==> config.mk <==
export PLATFORM = sky130hd
export DESIGN_NAME = versatile_interface_adapter_flat
export DESIGN_NICKNAME = d
export VERILOG_FILES = /design/src/hw/rtl/via_pkg.sv /design/src/hw/rtl/via_if.sv /design/src/hw/rtl/via_core.sv /design/src/hw/rtl/versatile_interface_adapter.sv /design/src/flat_wrapper.sv
export SDC_FILE = /design/constraint.sdc
export NUM_CORES = 1
export LEC_CHECK = 0
export ABC_AREA = 1
export BUFFER_PORTS_ARGS = -buffer_cell sky130_fd_sc_hd__clkbuf_2
export CELL_PAD_IN_SITES_DETAIL_PLACEMENT = 0
export CELL_PAD_IN_SITES_GLOBAL_PLACEMENT = 1
export CORE_ASPECT_RATIO = 0.9
export CORE_MARGIN = 5
export CORE_UTILIZATION = 50
export CTS_CLUSTER_DIAMETER = 50
export DETAILED_ROUTE_END_ITERATION = 10
export GPL_TIMING_DRIVEN = 0
export HOLD_SLACK_MARGIN = 0.12
export PLACE_DENSITY = 0.95
export SLEW_MARGIN = 20
export SYNTH_ARGS = -nofsm -noshare
export SYNTH_HDL_FRONTEND = slang
export SYNTH_SLANG_ARGS = --single-unit
==> constraint.sdc <==
create_clock -name clk -period 4.64 [get_ports clk]
set_input_delay 0.232 -clock clk [delete_from_list [all_inputs] [get_ports clk]]
set_output_delay 0.232 -clock clk [all_outputs]
set_load 0.02 [all_outputs]
==> src/hw/rtl/via_pkg.sv <==
// Package for the versatile interface adapter: item and result types,
// action codes, register addresses, flag masks and control bit positions.
// Has no dependencies of its own.
`default_nettype none

package via_pkg;

    // Action codes carried by each input item.
    localparam logic [2:0] ACT_READ  = 3'd0;
    localparam logic [2:0] ACT_WRITE = 3'd1;
    localparam logic [2:0] ACT_TICK  = 3'd2;
    localparam logic [2:0] ACT_CA1   = 3'd3;
    localparam logic [2:0] ACT_CB1   = 3'd4;

    // Register addresses.
    localparam logic [3:0] REG_ORB    = 4'h0;
    localparam logic [3:0] REG_ORA    = 4'h1;
    localparam logic [3:0] REG_DDRB   = 4'h2;
    localparam logic [3:0] REG_DDRA   = 4'h3;
    localparam logic [3:0] REG_T1CL   = 4'h4;
    localparam logic [3:0] REG_T1CH   = 4'h5;
    localparam logic [3:0] REG_T1LL   = 4'h6;
    localparam logic [3:0] REG_T1LH   = 4'h7;
    localparam logic [3:0] REG_T2CL   = 4'h8;
    localparam logic [3:0] REG_T2CH   = 4'h9;
    localparam logic [3:0] REG_SR     = 4'hA;
    localparam logic [3:0] REG_ACR    = 4'hB;
    localparam logic [3:0] REG_PCR    = 4'hC;
    localparam logic [3:0] REG_IFR    = 4'hD;
    localparam logic [3:0] REG_IER    = 4'hE;
    localparam logic [3:0] REG_ORA_NH = 4'hF;

    // Interrupt flag masks.
    localparam logic [6:0] IFR_CA2 = 7'h01;
    localparam logic [6:0] IFR_CA1 = 7'h02;
    localparam logic [6:0] IFR_SR  = 7'h04;
    localparam logic [6:0] IFR_CB2 = 7'h08;
    localparam logic [6:0] IFR_CB1 = 7'h10;
    localparam logic [6:0] IFR_T2  = 7'h20;
    localparam logic [6:0] IFR_T1  = 7'h40;

    // Control register bit positions.
    localparam int ACR_PB7_OUT  = 7;
    localparam int ACR_T1_FREE  = 6;
    localparam int ACR_T2_PULSE = 5;
    localparam int PCR_CA1_POS  = 0;
    localparam int PCR_CB1_POS  = 4;
    localparam int IER_SET      = 7;

    localparam logic [15:0] TIMER_IDLE = 16'hFFFF;

    typedef struct packed {
        logic [2:0] action;
        logic [3:0] reg_addr;
        logic [7:0] write_data;
        logic       pin_level;
        logic [7:0] port_a_pins;
        logic [7:0] port_b_pins;
    } via_item_t;

    typedef struct packed {
        logic [7:0] read_data;
        logic       irq;
        logic [7:0] port_a_out;
        logic [7:0] port_a_dir;
        logic [7:0] port_b_out;
        logic [7:0] port_b_dir;
    } via_result_t;

endpackage

`default_nettype wire

==> src/hw/rtl/via_if.sv <==
// Handshake interfaces for the adapter's item and result channels.
// Payload widths follow the field definitions; no package dependency.
`default_nettype none

interface via_item_if;
    logic       valid;
    logic       ready;
    logic [2:0] action;
    logic [3:0] reg_addr;
    logic [7:0] write_data;
    logic       pin_level;
    logic [7:0] port_a_pins;
    logic [7:0] port_b_pins;

    modport source (output valid, action, reg_addr, write_data, pin_level,
                    port_a_pins, port_b_pins, input ready);
    modport sink   (input valid, action, reg_addr, write_data, pin_level,
                    port_a_pins, port_b_pins, output ready);
endinterface

interface via_result_if;
    logic       valid;
    logic       ready;
    logic [7:0] read_data;
    logic       irq;
    logic [7:0] port_a_out;
    logic [7:0] port_a_dir;
    logic [7:0] port_b_out;
    logic [7:0] port_b_dir;

    modport source (output valid, read_data, irq, port_a_out, port_a_dir,
                    port_b_out, port_b_dir, input ready);
    modport sink   (input valid, read_data, irq, port_a_out, port_a_dir,
                    port_b_out, port_b_dir, output ready);
endinterface

`default_nettype wire

==> src/hw/rtl/via_core.sv <==
// Register file, timers and interrupt logic of the adapter. Applies one item
// per fire cycle and presents the result combinationally. Uses via_pkg.
`default_nettype none

module via_core (
    input  wire                 clk,
    input  wire                 rst_n,
    input  wire                 fire,
    input  via_pkg::via_item_t  item,
    output via_pkg::via_result_t result
);
    import via_pkg::*;

    logic [7:0]  out_reg_b_reg, out_reg_b_next;
    logic [7:0]  out_reg_a_reg, out_reg_a_next;
    logic [7:0]  dir_mask_b_reg, dir_mask_b_next;
    logic [7:0]  dir_mask_a_reg, dir_mask_a_next;
    logic [15:0] timer1_count_reg, timer1_count_next;
    logic [15:0] timer1_reload_reg, timer1_reload_next;
    logic [15:0] timer2_count_reg, timer2_count_next;
    logic [7:0]  timer2_low_hold_reg, timer2_low_hold_next;
    logic [7:0]  shift_byte_reg, shift_byte_next;
    logic [7:0]  aux_control_reg, aux_control_next;
    logic [7:0]  periph_control_reg, periph_control_next;
    logic [6:0]  irq_flags_reg, irq_flags_next;
    logic [6:0]  irq_enables_reg, irq_enables_next;
    logic        timer1_active_reg, timer1_active_next;
    logic        timer2_active_reg, timer2_active_next;
    logic        ca1_last_reg, ca1_last_next;
    logic        cb1_last_reg, cb1_last_next;

    logic [7:0] read_byte;
    logic [6:0] flag_clr;
    logic [6:0] flag_set;
    logic [7:0] port_a_value;
    logic [7:0] port_b_value;
    logic       irq_now;
    logic [15:0] reload_hi_written;

    always_comb
    begin
        port_a_value = (out_reg_a_reg & dir_mask_a_reg)
                     | (item.port_a_pins & ~dir_mask_a_reg);
        port_b_value = (out_reg_b_reg & dir_mask_b_reg)
                     | (item.port_b_pins & ~dir_mask_b_reg);
        // With PB7 output enabled, timer 1 owns that bit.
        if (aux_control_reg[ACR_PB7_OUT])
        begin
            port_b_value[7] = out_reg_b_reg[7];
        end
    end

    assign irq_now = |(irq_flags_reg & irq_enables_reg);
    assign reload_hi_written = {item.write_data, timer1_reload_reg[7:0]};

    always_comb
    begin
        out_reg_b_next       = out_reg_b_reg;
        out_reg_a_next       = out_reg_a_reg;
        dir_mask_b_next      = dir_mask_b_reg;
        dir_mask_a_next      = dir_mask_a_reg;
        timer1_count_next    = timer1_count_reg;
        timer1_reload_next   = timer1_reload_reg;
        timer2_count_next    = timer2_count_reg;
        timer2_low_hold_next = timer2_low_hold_reg;
        shift_byte_next      = shift_byte_reg;
        aux_control_next     = aux_control_reg;
        periph_control_next  = periph_control_reg;
        irq_enables_next     = irq_enables_reg;
        timer1_active_next   = timer1_active_reg;
        timer2_active_next   = timer2_active_reg;
        ca1_last_next        = ca1_last_reg;
        cb1_last_next        = cb1_last_reg;
        read_byte            = '0;
        flag_clr             = '0;
        flag_set             = '0;

        if (fire)
        begin
            unique case (item.action)
                ACT_READ:
                begin
                    unique case (item.reg_addr)
                        REG_ORB:
                        begin
                            flag_clr  = IFR_CB1 | IFR_CB2;
                            read_byte = port_b_value;
                        end
                        REG_ORA:
                        begin
                            flag_clr  = IFR_CA1 | IFR_CA2;
                            read_byte = port_a_value;
                        end
                        REG_DDRB: read_byte = dir_mask_b_reg;
                        REG_DDRA: read_byte = dir_mask_a_reg;
                        REG_T1CL:
                        begin
                            flag_clr  = IFR_T1;
                            read_byte = timer1_count_reg[7:0];
                        end
                        REG_T1CH: read_byte = timer1_count_reg[15:8];
                        REG_T1LL: read_byte = timer1_reload_reg[7:0];
                        REG_T1LH: read_byte = timer1_reload_reg[15:8];
                        REG_T2CL:
                        begin
                            flag_clr  = IFR_T2;
                            read_byte = timer2_count_reg[7:0];
                        end
                        REG_T2CH: read_byte = timer2_count_reg[15:8];
                        REG_SR:
                        begin
                            flag_clr  = IFR_SR;
                            read_byte = shift_byte_reg;
                        end
                        REG_ACR:  read_byte = aux_control_reg;
                        REG_PCR:  read_byte = periph_control_reg;
                        REG_IFR:  read_byte = {irq_now, irq_flags_reg};
                        REG_IER:  read_byte = {1'b1, irq_enables_reg};
                        default:  read_byte = port_a_value;
                    endcase
                end
                ACT_WRITE:
                begin
                    unique case (item.reg_addr)
                        REG_ORB:
                        begin
                            out_reg_b_next = item.write_data;
                            flag_clr       = IFR_CB1 | IFR_CB2;
                        end
                        REG_ORA:
                        begin
                            out_reg_a_next = item.write_data;
                            flag_clr       = IFR_CA1 | IFR_CA2;
                        end
                        REG_DDRB: dir_mask_b_next = item.write_data;
                        REG_DDRA: dir_mask_a_next = item.write_data;
                        REG_T1CL, REG_T1LL:
                            timer1_reload_next = {timer1_reload_reg[15:8], item.write_data};
                        REG_T1CH:
                        begin
                            timer1_reload_next = reload_hi_written;
                            timer1_count_next  = reload_hi_written;
                            timer1_active_next = 1'b1;
                            flag_clr           = IFR_T1;
                            if (aux_control_reg[ACR_PB7_OUT])
                            begin
                                out_reg_b_next = {1'b0, out_reg_b_reg[6:0]};
                            end
                        end
                        REG_T1LH:
                        begin
                            timer1_reload_next = reload_hi_written;
                            flag_clr           = IFR_T1;
                        end
                        REG_T2CL: timer2_low_hold_next = item.write_data;
                        REG_T2CH:
                        begin
                            timer2_count_next  = {item.write_data, timer2_low_hold_reg};
                            timer2_active_next = 1'b1;
                            flag_clr           = IFR_T2;
                        end
                        REG_SR:
                        begin
                            shift_byte_next = item.write_data;
                            flag_clr        = IFR_SR;
                        end
                        REG_ACR:  aux_control_next    = item.write_data;
                        REG_PCR:  periph_control_next = item.write_data;
                        REG_IFR:  flag_clr = item.write_data[6:0];
                        REG_IER:
                        begin
                            if (item.write_data[IER_SET])
                            begin
                                irq_enables_next = irq_enables_reg | item.write_data[6:0];
                            end
                            else
                            begin
                                irq_enables_next = irq_enables_reg & ~item.write_data[6:0];
                            end
                        end
                        default:  out_reg_a_next = item.write_data;
                    endcase
                end
                ACT_TICK:
                begin
                    if (timer1_active_reg)
                    begin
                        if (timer1_count_reg == '0)
                        begin
                            flag_set = flag_set | IFR_T1;
                            if (aux_control_reg[ACR_PB7_OUT])
                            begin
                                out_reg_b_next = out_reg_b_reg ^ 8'h80;
                            end
                            if (aux_control_reg[ACR_T1_FREE])
                            begin
                                timer1_count_next = timer1_reload_reg;
                            end
                            else
                            begin
                                timer1_count_next  = TIMER_IDLE;
                                timer1_active_next = 1'b0;
                            end
                        end
                        else
                        begin
                            timer1_count_next = timer1_count_reg - 16'd1;
                        end
                    end
                    // Pulse mode holds timer 2.
                    if (timer2_active_reg && !aux_control_reg[ACR_T2_PULSE])
                    begin
                        if (timer2_count_reg == '0)
                        begin
                            flag_set           = flag_set | IFR_T2;
                            timer2_count_next  = TIMER_IDLE;
                            timer2_active_next = 1'b0;
                        end
                        else
                        begin
                            timer2_count_next = timer2_count_reg - 16'd1;
                        end
                    end
                end
                ACT_CA1:
                begin
                    if (item.pin_level != ca1_last_reg
                        && item.pin_level == periph_control_reg[PCR_CA1_POS])
                    begin
                        flag_set = IFR_CA1;
                    end
                    ca1_last_next = item.pin_level;
                end
                ACT_CB1:
                begin
                    if (item.pin_level != cb1_last_reg
                        && item.pin_level == periph_control_reg[PCR_CB1_POS])
                    begin
                        flag_set = IFR_CB1;
                    end
                    cb1_last_next = item.pin_level;
                end
                default:
                begin
                    read_byte = '0;
                end
            endcase
        end

        // No single action both clears and sets flags.
        irq_flags_next = (irq_flags_reg & ~flag_clr) | flag_set;
    end

    always_comb
    begin
        result.read_data  = read_byte;
        result.irq        = |(irq_flags_next & irq_enables_next);
        result.port_a_out = out_reg_a_next;
        result.port_a_dir = dir_mask_a_next;
        result.port_b_out = out_reg_b_next;
        result.port_b_dir = dir_mask_b_next;
    end

    always_ff @(posedge clk or negedge rst_n)
    begin
        if (!rst_n)
        begin
            out_reg_b_reg       <= '0;
            out_reg_a_reg       <= '0;
            dir_mask_b_reg      <= '0;
            dir_mask_a_reg      <= '0;
            timer1_count_reg    <= TIMER_IDLE;
            timer1_reload_reg   <= TIMER_IDLE;
            timer2_count_reg    <= TIMER_IDLE;
            timer2_low_hold_reg <= '1;
            shift_byte_reg      <= '0;
            aux_control_reg     <= '0;
            periph_control_reg  <= '0;
            irq_flags_reg       <= '0;
            irq_enables_reg     <= '0;
            timer1_active_reg   <= 1'b0;
            timer2_active_reg   <= 1'b0;
            ca1_last_reg        <= 1'b1;
            cb1_last_reg        <= 1'b1;
        end
        else
        begin
            out_reg_b_reg       <= out_reg_b_next;
            out_reg_a_reg       <= out_reg_a_next;
            dir_mask_b_reg      <= dir_mask_b_next;
            dir_mask_a_reg      <= dir_mask_a_next;
            timer1_count_reg    <= timer1_count_next;
            timer1_reload_reg   <= timer1_reload_next;
            timer2_count_reg    <= timer2_count_next;
            timer2_low_hold_reg <= timer2_low_hold_next;
            shift_byte_reg      <= shift_byte_next;
            aux_control_reg     <= aux_control_next;
            periph_control_reg  <= periph_control_next;
            irq_flags_reg       <= irq_flags_next;
            irq_enables_reg     <= irq_enables_next;
            timer1_active_reg   <= timer1_active_next;
            timer2_active_reg   <= timer2_active_next;
            ca1_last_reg        <= ca1_last_next;
            cb1_last_reg        <= cb1_last_next;
        end
    end

    // Without an applied item no flag or counter may move.
    assert property (@(posedge clk) disable iff (!rst_n)
        !fire |=> $stable(irq_flags_reg) && $stable(timer1_count_reg)
                  && $stable(timer2_count_reg))
        else $error("state changed without an applied item");

    // One-shot timer 1 expiring parks at the idle count and stops.
    assert property (@(posedge clk) disable iff (!rst_n)
        fire && item.action == ACT_TICK && timer1_active_reg
        && timer1_count_reg == '0 && !aux_control_reg[ACR_T1_FREE]
        |=> !timer1_active_reg && timer1_count_reg == TIMER_IDLE
            && irq_flags_reg[6])
        else $error("timer 1 one-shot expiry mishandled");

    // Pulse mode freezes timer 2 on a tick.
    assert property (@(posedge clk) disable iff (!rst_n)
        fire && item.action == ACT_TICK && aux_control_reg[ACR_T2_PULSE]
        |=> $stable(timer2_count_reg))
        else $error("timer 2 counted in pulse mode");

endmodule

`default_nettype wire

==> src/hw/rtl/versatile_interface_adapter.sv <==
// Top level of the versatile interface adapter: input register, result
// register and handshake control around via_core. Uses via_pkg and via_if.
`default_nettype none

// The adapter takes one item per clock while the sink is ready: a bus read or
// write, a timer tick, or a new CA1 or CB1 level. Each item is held in the
// input register, where via_core applies it to the registers, and its result
// then sits in the result register until the sink takes it. Both stages
// advance together, and with the sink ready a new item is accepted every
// cycle; a stalled result holds the input register and then drops ready.
// Reset is asynchronous and needs no clearing pass.
module versatile_interface_adapter (
    input  wire         clk,
    input  wire         rst_n,
    via_item_if.sink     req,
    via_result_if.source rsp
);
    import via_pkg::*;

    logic        in_valid_reg;
    via_item_t   in_item_reg;
    logic        out_valid_reg;
    via_result_t out_result_reg;

    logic        advance;
    via_result_t core_result;

    // The item in the input register is applied once the result stage frees.
    assign advance   = in_valid_reg && (!out_valid_reg || rsp.ready);
    assign req.ready = !in_valid_reg || advance;

    via_core u_core (
        .clk    (clk),
        .rst_n  (rst_n),
        .fire   (advance),
        .item   (in_item_reg),
        .result (core_result)
    );

    always_ff @(posedge clk or negedge rst_n)
    begin
        if (!rst_n)
        begin
            in_valid_reg  <= 1'b0;
            out_valid_reg <= 1'b0;
        end
        else
        begin
            if (req.ready)
            begin
                in_valid_reg <= req.valid;
            end
            if (advance)
            begin
                out_valid_reg <= 1'b1;
            end
            else if (rsp.ready)
            begin
                out_valid_reg <= 1'b0;
            end
        end
    end

    always_ff @(posedge clk)
    begin
        if (req.valid && req.ready)
        begin
            in_item_reg.action      <= req.action;
            in_item_reg.reg_addr    <= req.reg_addr;
            in_item_reg.write_data  <= req.write_data;
            in_item_reg.pin_level   <= req.pin_level;
            in_item_reg.port_a_pins <= req.port_a_pins;
            in_item_reg.port_b_pins <= req.port_b_pins;
        end
        if (advance)
        begin
            out_result_reg <= core_result;
        end
    end

    assign rsp.valid      = out_valid_reg;
    assign rsp.read_data  = out_result_reg.read_data;
    assign rsp.irq        = out_result_reg.irq;
    assign rsp.port_a_out = out_result_reg.port_a_out;
    assign rsp.port_a_dir = out_result_reg.port_a_dir;
    assign rsp.port_b_out = out_result_reg.port_b_out;
    assign rsp.port_b_dir = out_result_reg.port_b_dir;

    // A stalled result keeps the input stage from applying its item.
    assert property (@(posedge clk) disable iff (!rst_n)
        out_valid_reg && !rsp.ready |-> !advance)
        else $error("item applied while result stalled");

    // A transfer into an occupied input stage always finds a result stage that moves.
    assert property (@(posedge clk) disable iff (!rst_n)
        in_valid_reg && req.valid && req.ready |-> advance)
        else $error("input register overwritten before use");

    // Every applied item yields a valid result in the next cycle.
    assert property (@(posedge clk) disable iff (!rst_n)
        advance |=> out_valid_reg)
        else $error("applied item produced no result");

endmodule

`default_nettype wire

==> src/flat_wrapper.sv <==
// flat-port wrapper written by rule: the top's interface ports become plain ports
module versatile_interface_adapter_flat import via_pkg::*;
  (clk, rst_n, req_valid, req_action, req_reg_addr, req_write_data, req_pin_level, req_port_a_pins, req_port_b_pins, req_ready, rsp_valid, rsp_read_data, rsp_irq, rsp_port_a_out, rsp_port_a_dir, rsp_port_b_out, rsp_port_b_dir, rsp_ready);
  via_item_if req_i ();
  via_result_if rsp_i ();
  input  wire clk;
  input  wire rst_n;
  input wire logic [$bits(req_i.valid)-1:0] req_valid;
  input wire logic [$bits(req_i.action)-1:0] req_action;
  input wire logic [$bits(req_i.reg_addr)-1:0] req_reg_addr;
  input wire logic [$bits(req_i.write_data)-1:0] req_write_data;
  input wire logic [$bits(req_i.pin_level)-1:0] req_pin_level;
  input wire logic [$bits(req_i.port_a_pins)-1:0] req_port_a_pins;
  input wire logic [$bits(req_i.port_b_pins)-1:0] req_port_b_pins;
  output wire logic [$bits(req_i.ready)-1:0] req_ready;
  output wire logic [$bits(rsp_i.valid)-1:0] rsp_valid;
  output wire logic [$bits(rsp_i.read_data)-1:0] rsp_read_data;
  output wire logic [$bits(rsp_i.irq)-1:0] rsp_irq;
  output wire logic [$bits(rsp_i.port_a_out)-1:0] rsp_port_a_out;
  output wire logic [$bits(rsp_i.port_a_dir)-1:0] rsp_port_a_dir;
  output wire logic [$bits(rsp_i.port_b_out)-1:0] rsp_port_b_out;
  output wire logic [$bits(rsp_i.port_b_dir)-1:0] rsp_port_b_dir;
  input wire logic [$bits(rsp_i.ready)-1:0] rsp_ready;
  assign req_i.valid = req_valid;
  assign req_i.action = req_action;
  assign req_i.reg_addr = req_reg_addr;
  assign req_i.write_data = req_write_data;
  assign req_i.pin_level = req_pin_level;
  assign req_i.port_a_pins = req_port_a_pins;
  assign req_i.port_b_pins = req_port_b_pins;
  assign req_ready = req_i.ready;
  assign rsp_valid = rsp_i.valid;
  assign rsp_read_data = rsp_i.read_data;
  assign rsp_irq = rsp_i.irq;
  assign rsp_port_a_out = rsp_i.port_a_out;
  assign rsp_port_a_dir = rsp_i.port_a_dir;
  assign rsp_port_b_out = rsp_i.port_b_out;
  assign rsp_port_b_dir = rsp_i.port_b_dir;
  assign rsp_i.ready = rsp_ready;
  versatile_interface_adapter u_core (.clk(clk), .rst_n(rst_n), .req(req_i), .rsp(rsp_i));
endmodule
==> flow_summary_export.csv, run 1 <==
group,metric,value,unit
outcome,status,"finished clean",
timing,post-route-period-util,55.01,%
synth,yosysWarningCount,0,
power,powerDensity,498.0,nW/um2
clock_tree,cts-resized-gates,0,
drt,routedWlPerCell,20.14,um
critical_path,cp_max_fo,10,
synth,yosysUniqueCellTypes,47,
drt,vias,8814,
synth,synthTopCellsByArea,"edfxtp_1 22%, dfrtp_1 18%, dfstp_2 15%",
synth,synth_seq_cells,205,
critical_path,critPathLaunchType,"flop",
finish,seq_area,5568,um2
synth,synth_xor_area_share,0.7857,%
timing,fmax,0.3918,GHz
worst_hold_path,hold_class,"primary input to async pin",
die,ios,79,
die,num_rows,49,
grt,grt-ovfl-total,0,
synth,synthesis.instances,1125,
finish,syn2layout_area_growth,19.68,%
die,start_util,50.50,%
critical_path,worstPathRequired,4880,ps
critical_path,end_kind,"flop",
clock_tree,htreeDepth,1,
synth,postSynthAreaPerCell,8.917,um2
power,finalPower,5.979,mW
clock_tree,cts-root-buf,"clkbuf_16",
grt,grt_pass1_vias,8508,
power,total_leakage_power,5.199,nW
drt,via_per_inst,5.720,
timing,fin_crit,2552,ps
timing,slew_headroom,35.71,%
placement,hpwl,21650,um
synth,synthesis.nets,1166,
timing,hold_viol,0,
critical_path,crit_type,"flop to flop",
placement,io_buffers,78,
power,peakVddDrop,326.0,uV
grt,grt_usage,26.73,%
drt,detailedRoute.firstPassIterationCount,5,
die,core,19860,um2
finish,largest_reg_flops,32,
synth,async_reset_ff_share,64.39,%
clock_tree,post_cts_buffers,0,
clock_tree,cts_hold_buf,37,
placement,dp.cells,1460,
clock_tree,clk_pin_slew_worst_paths,60,ps
clock_tree,cts_tree,"done",
timing,worst_pin_slew,964.3,ps
die,die_area,23000,um2
grt,grt_start_max_net_pins,92,
drt,wl,31030,um
synth,synth-edff-count,73,
timing,rsz0062_at_grt,"false",
critical_path,cp.arrival,2790,ps
placement,place.gp.congestion,0.9500,
drt,drtIter0Drc,968,
timing,setup_tns,0,ps
synth,synth_top_area_share,21.85,%
drt,drc,0,
synth,netlist_top_cells_count,"272 x nand2_1, 133 x o21ai_0, 104 x inv_1",
clock_tree,cts_buffer_depth,3,
clock_tree,clk_latency,520,ps
timing,maxSlewViolCount,0,
timing,finClkSkew,13.13,ps
synth,synthMuxAreaShare,0.8980,%
synth,seq_area_frac_synth,55.50,%
synth,synth_most_common_cell,"nand2_1",
finish,antenna_cells,0,
finish,fin_nets,1309,
synth,synth_flop_cell,"dfrtp_1",
clock_tree,clock-sinks,205,
grt,grt_pass1_wl,48110,um
synth,synth_top_family_by_area,"simple AND/OR/NAND/NOR gates",
synth,post_synth_and_or_nand_nor_area_fraction,20.82,%
finish,fillCellCount,1758,
synth,synthesis.area,10030,um2
synth,synth_top_area_cell,"edfxtp_1",
grt,antenna_found_initial,0,
die,die_x,159.3,um
die,die_h,144.4,um
synth,synthAdderAreaFrac,0.6236,%
job,max_cap_viol_count,0,
clock_tree,cts_made_buffers,24,
timing,setup-violations-final,0,
finish,instances_no_fill,1541,
synth,synth_compound_area_share,15.20,%
finish,drive_gt1_share,19.36,%
drt,drtAntennaViolNets,0,
finish,multiInputGateArea,3845,um2
[worst max-delay path, stage by stage (launching register included)]
cell and delay [ps]:
edfxtp_1 530, nor2_2 440, inv_1 130, nor2_2 200
inv_1 80, o21ai_2 140, inv_2 90, buf_2 200
o21ai_0 320, a21oi_1 140
[final timing paths]
path	to	cells past startpoint	from	slack (ps)
worst max-delay path	u_core.rsp.read_data[6]	9	u_core.in_item_reg[28]	2090
worst min-delay path	u_core.u_core.out_reg_a_reg[0]	2	rst_n	230
worst max register to register	u_core.rsp.read_data[6]	9	u_core.in_item_reg[28]	2090
worst min register to register	u_core.u_core.periph_control_reg[2]	2	u_core.u_core.periph_control_reg[2]	490
max in group asynchronous	u_core.u_core.ca1_last_reg	3	rst_n	3610
min in group clk	u_core.in_item_reg[24]	2	req_write_data[7]	420
[cell type report]
class	count	share of cell area (%)
clock inverter	12	1.303
inverter	117	3.720
tap	255	2.657
sequential	205	46.37
multi-input combinational	773	32.02
clock buffer	32	5.679
buffer	30	1.438
timing repair buffer	117	6.805
[metal layers]
metal / GRT usage, % / vias up / wire length [um]
met2: 42.14 / 439 / 14060
met3: 6.042 / 76 / 3008
met5: 0 / - / 0
li1: - / 4112 / -
met4: 8.303 / 0 / 992
met1: 37.35 / 4187 / 12970
[placed cells by master (no fill, tap or decap), types with 4 or more instances in the layout]
| cell type | instances |
|---|---|
| nand2_1 | 272 |
| o21ai_0 | 133 |
| inv_1 | 103 |
| nor2_1 | 98 |
| clkbuf_2 | 77 |
| dfrtp_1 | 74 |
| edfxtp_1 | 73 |
| nand3_1 | 63 |
| dfstp_2 | 58 |
| a21oi_1 | 55 |
| dlygate4sd3_1 | 37 |
| clkbuf_16 | 25 |
| clkbuf_1 | 17 |
| o211ai_1 | 15 |
| o22ai_1 | 15 |
| nor3_1 | 13 |
| nand4_1 | 11 |
| inv_2 | 10 |
| buf_2 | 9 |
| o21ai_2 | 9 |
| xor2_1 | 9 |
| a31oi_1 | 8 |
| mux2_2 | 8 |
| nand2_2 | 7 |
| o31ai_1 | 7 |
| buf_6 | 6 |
| a22oi_1 | 6 |
| nor2_2 | 5 |
| ha_1 | 5 |
| nor2_4 | 4 |
| clkinv_2 | 4 |
| o21ai_1 | 4 |
| o2111ai_1 | 4 |
| clkbuf_8 | 4 |
[cells by family after synthesis]
| family | after synthesis |
|---|---|
| fa+ha+maj | 5 |
| simple gates | 484 |
| flops | 205 |
| mux | 8 |
| buf+inv | 147 |
| xor+xnor | 9 |
| compound gates | 267 |
[metrics by stage]
stage | hold WS, ps | area, um2 | utilization (%) | setup slack (ps)
global placement | 408.7 | 10740 | 54.08 | 1157
CTS | 225.2 | 12010 | 60.44 | 2164
global route | 256.9 | 12010 | 60.44 | 1970
floorplan | -63.59 | 10030 | - | 2352
detailed placement | 200.0 | 10800 | 54.36 | 2185
finish | 226.5 | 12010 | 60.44 | 2088
[where the power goes]
part | total (mW) | switching, mW | internal (mW)
combinational | 1.31 | 0.880 | 0.433
clock | 1.98 | 0.773 | 1.21
sequential | 2.68 | 0.294 | 2.39
total | 5.98 | 1.95 | 4.03
No activity file was read; power rests on OpenSTA's default activity.
==> run 2: changes to the inputs <==
- CORE_UTILIZATION: 50 -> 46
- PLACE_DENSITY: 0.95 -> 0.91
- clock period: 4.64 -> 2.4 ns (I/O delays scaled with it)
==> flow_summary_export.csv, run 2 (same netlist as run 1, synthesis figures left out) <==
group,metric,value,unit
finish,largest_reg_flops,32,
critical_path,crit_chain,"buf_4 -> inv_1 -> nor2_4 -> nand2_2 -> nand2_1 -> nor4_2 -> nand2_2 -> buf_6 -> nand2_1 -> o21ai_2",
job,max_cap_viol_count,0,
worst_hold_path,hold_class,"primary input to async pin",
power,total_leakage_power,5.216,nW
finish,multiInputGateArea,3866,um2
placement,pre_cts_slack,-206.8,ps
grt,antenna_found_initial,0,
finish,final_util,56.07,%
drt,vias,8745,
critical_path,crit_type,"flop to flop",
finish,drive_gt1_share,20.08,%
timing,worst_pin_slew,919.2,ps
placement,dp.cells,1495,
clock_tree,cts-root-buf,"clkbuf_16",
timing,post-route-period-util,96.42,%
die,start_util,46.51,%
timing,hold_viol,0,
critical_path,crit_path_top_delay_cell,"edfxtp_1",
die,core,21570,um2
timing,fmax,0.4321,GHz
die,die_h,150.1,um
drt,detailedRoute.firstPassIterationCount,5,
outcome,status,"finished clean",
clock_tree,clk_latency,520,ps
power,powerDensity,949.9,nW/um2
placement,hpwl,21630,um
die,die_area,24870,um2
critical_path,critPathLaunchType,"flop",
finish,antenna_cells,0,
drt,wl,30510,um
grt,grt_pass1_vias,8469,
timing,slew_headroom,38.72,%
timing,setup-violations-final,0,
finish,fillCellCount,1956,
die,ios,79,
timing,whs,169.9,ps
critical_path,end_kind,"flop",
critical_path,ff2ff_path_depth,10,
drt,drc,0,
drt,drtAntennaViolNets,0,
finish,final_common_cell,"nand2_1",
clock_tree,cts_made_buffers,25,
finish,final_cell_mix,"271 x nand2_1, 133 x o21ai_0, 103 x inv_1, 97 x nor2_1, 79 x clkbuf_2",
timing,maxSlewViolCount,0,
critical_path,worstPathRequired,2640,ps
power,finalPower,11.49,mW
critical_path,rr_startpoint,"u_core.in_item_reg[25]",
finish,fin_nets,1312,
die,num_rows,51,
critical_path,cp.arrival,2560,ps
finish,seq_area,5568,um2
timing,worst_slack,85.87,ps
grt,grt_pass1_wl,47540,um
grt,grt_start_max_net_pins,74,
timing,setup_tns,0,ps
drt,routedWlPerCell,19.30,um
clock_tree,cts_tree,"done",
clock_tree,clock-sinks,205,
critical_path,cpPeakStageDelay,500,ps
clock_tree,clk_pin_slew_worst_paths,60,ps
placement,io_buffers,78,
grt,grt_usage,24.30,%
placement,place.gp.congestion,0.9519,
drt,via_per_inst,5.531,
critical_path,cp_max_fo,10,
timing,rsz0062_at_grt,"false",
finish,instances_no_fill,1581,
placement,place_area,10830,um2
critical_path,cp.buffers_inverters,3,
finish,stdcell_area,12090,um2
grt,grt-ovfl-total,0,
power,peakVddDrop,633.9,uV
clock_tree,cts_buffer_depth,3,
drt,drtIter0Drc,916,
clock_tree,htreeDepth,1,
timing,fin_crit,2314,ps
critical_path,cpLargestDelayFamily,"simple AND/OR/NAND/NOR gates",
critical_path,r2r_slack,90,ps
finish,syn2layout_area_growth,20.54,%
critical_path,worst_r2r_endpoint,"u_core.rsp.port_a_out[6]",
timing,finClkSkew,14.98,ps
die,die_x,165.7,um
==> run 2: worst max path at each step <==
stage / start / cells after the start / endpoint
2_1_floorplan: u_core.rsp.valid / 8 / u_core.rsp.port_b_out[0]
3_3_place_gp: rst_n / 1 / u_core.u_core.out_reg_b_reg[4]
3_5_place_dp: u_core.rsp.valid / 8 / u_core.rsp.port_b_out[5]
4_1_cts: u_core.rsp.valid / 8 / u_core.rsp.port_b_out[5]
5_1_grt: u_core.in_item_reg[26] / 13 / u_core.rsp.irq
6_report: u_core.in_item_reg[25] / 10 / u_core.rsp.port_a_out[6]
==> run 2: power by group <==
group          switching [mW]  internal [mW]
Sequential              0.564           4.62
Combinational            1.71          0.841
Clock                    1.48           2.26
Total                    3.76           7.73
==> run 2: area by class of cell <==
type / instances / area share, %
well taps: 291 / 3.011
plain buffers: 30 / 1.593
clock buffers: 30 / 5.670
inverters: 117 / 3.694
repair buffers: 119 / 6.777
clock inverters: 16 / 1.242
flip-flops and latches: 205 / 46.04
multi-input cells: 773 / 31.97
==> run 2: repair_timing <==
| action | CTS | global route |
|---|---|---|
| endpoints found under the setup margin | 20 | 24 |
| pin swaps | 0 | 2 |
| hold endpoints to repair | 143 | 0 |
| resized for setup | 3 | 10 |
| setup buffers | 0 | 3 |
| hold buffers | 37 | 0 |
==> run 2: metal layers <==
| metal | vias to the layer above | global-route usage [%] | wire, um |
|---|---|---|---|
| met1 | 4213 | 34.59 | 13500 |
| met5 | - | 0 | 0 |
| li1 | 4127 | - | - |
| met3 | 56 | 5.041 | 2546 |
| met4 | 0 | 6.639 | 791 |
| met2 | 349 | 38.22 | 13680 |
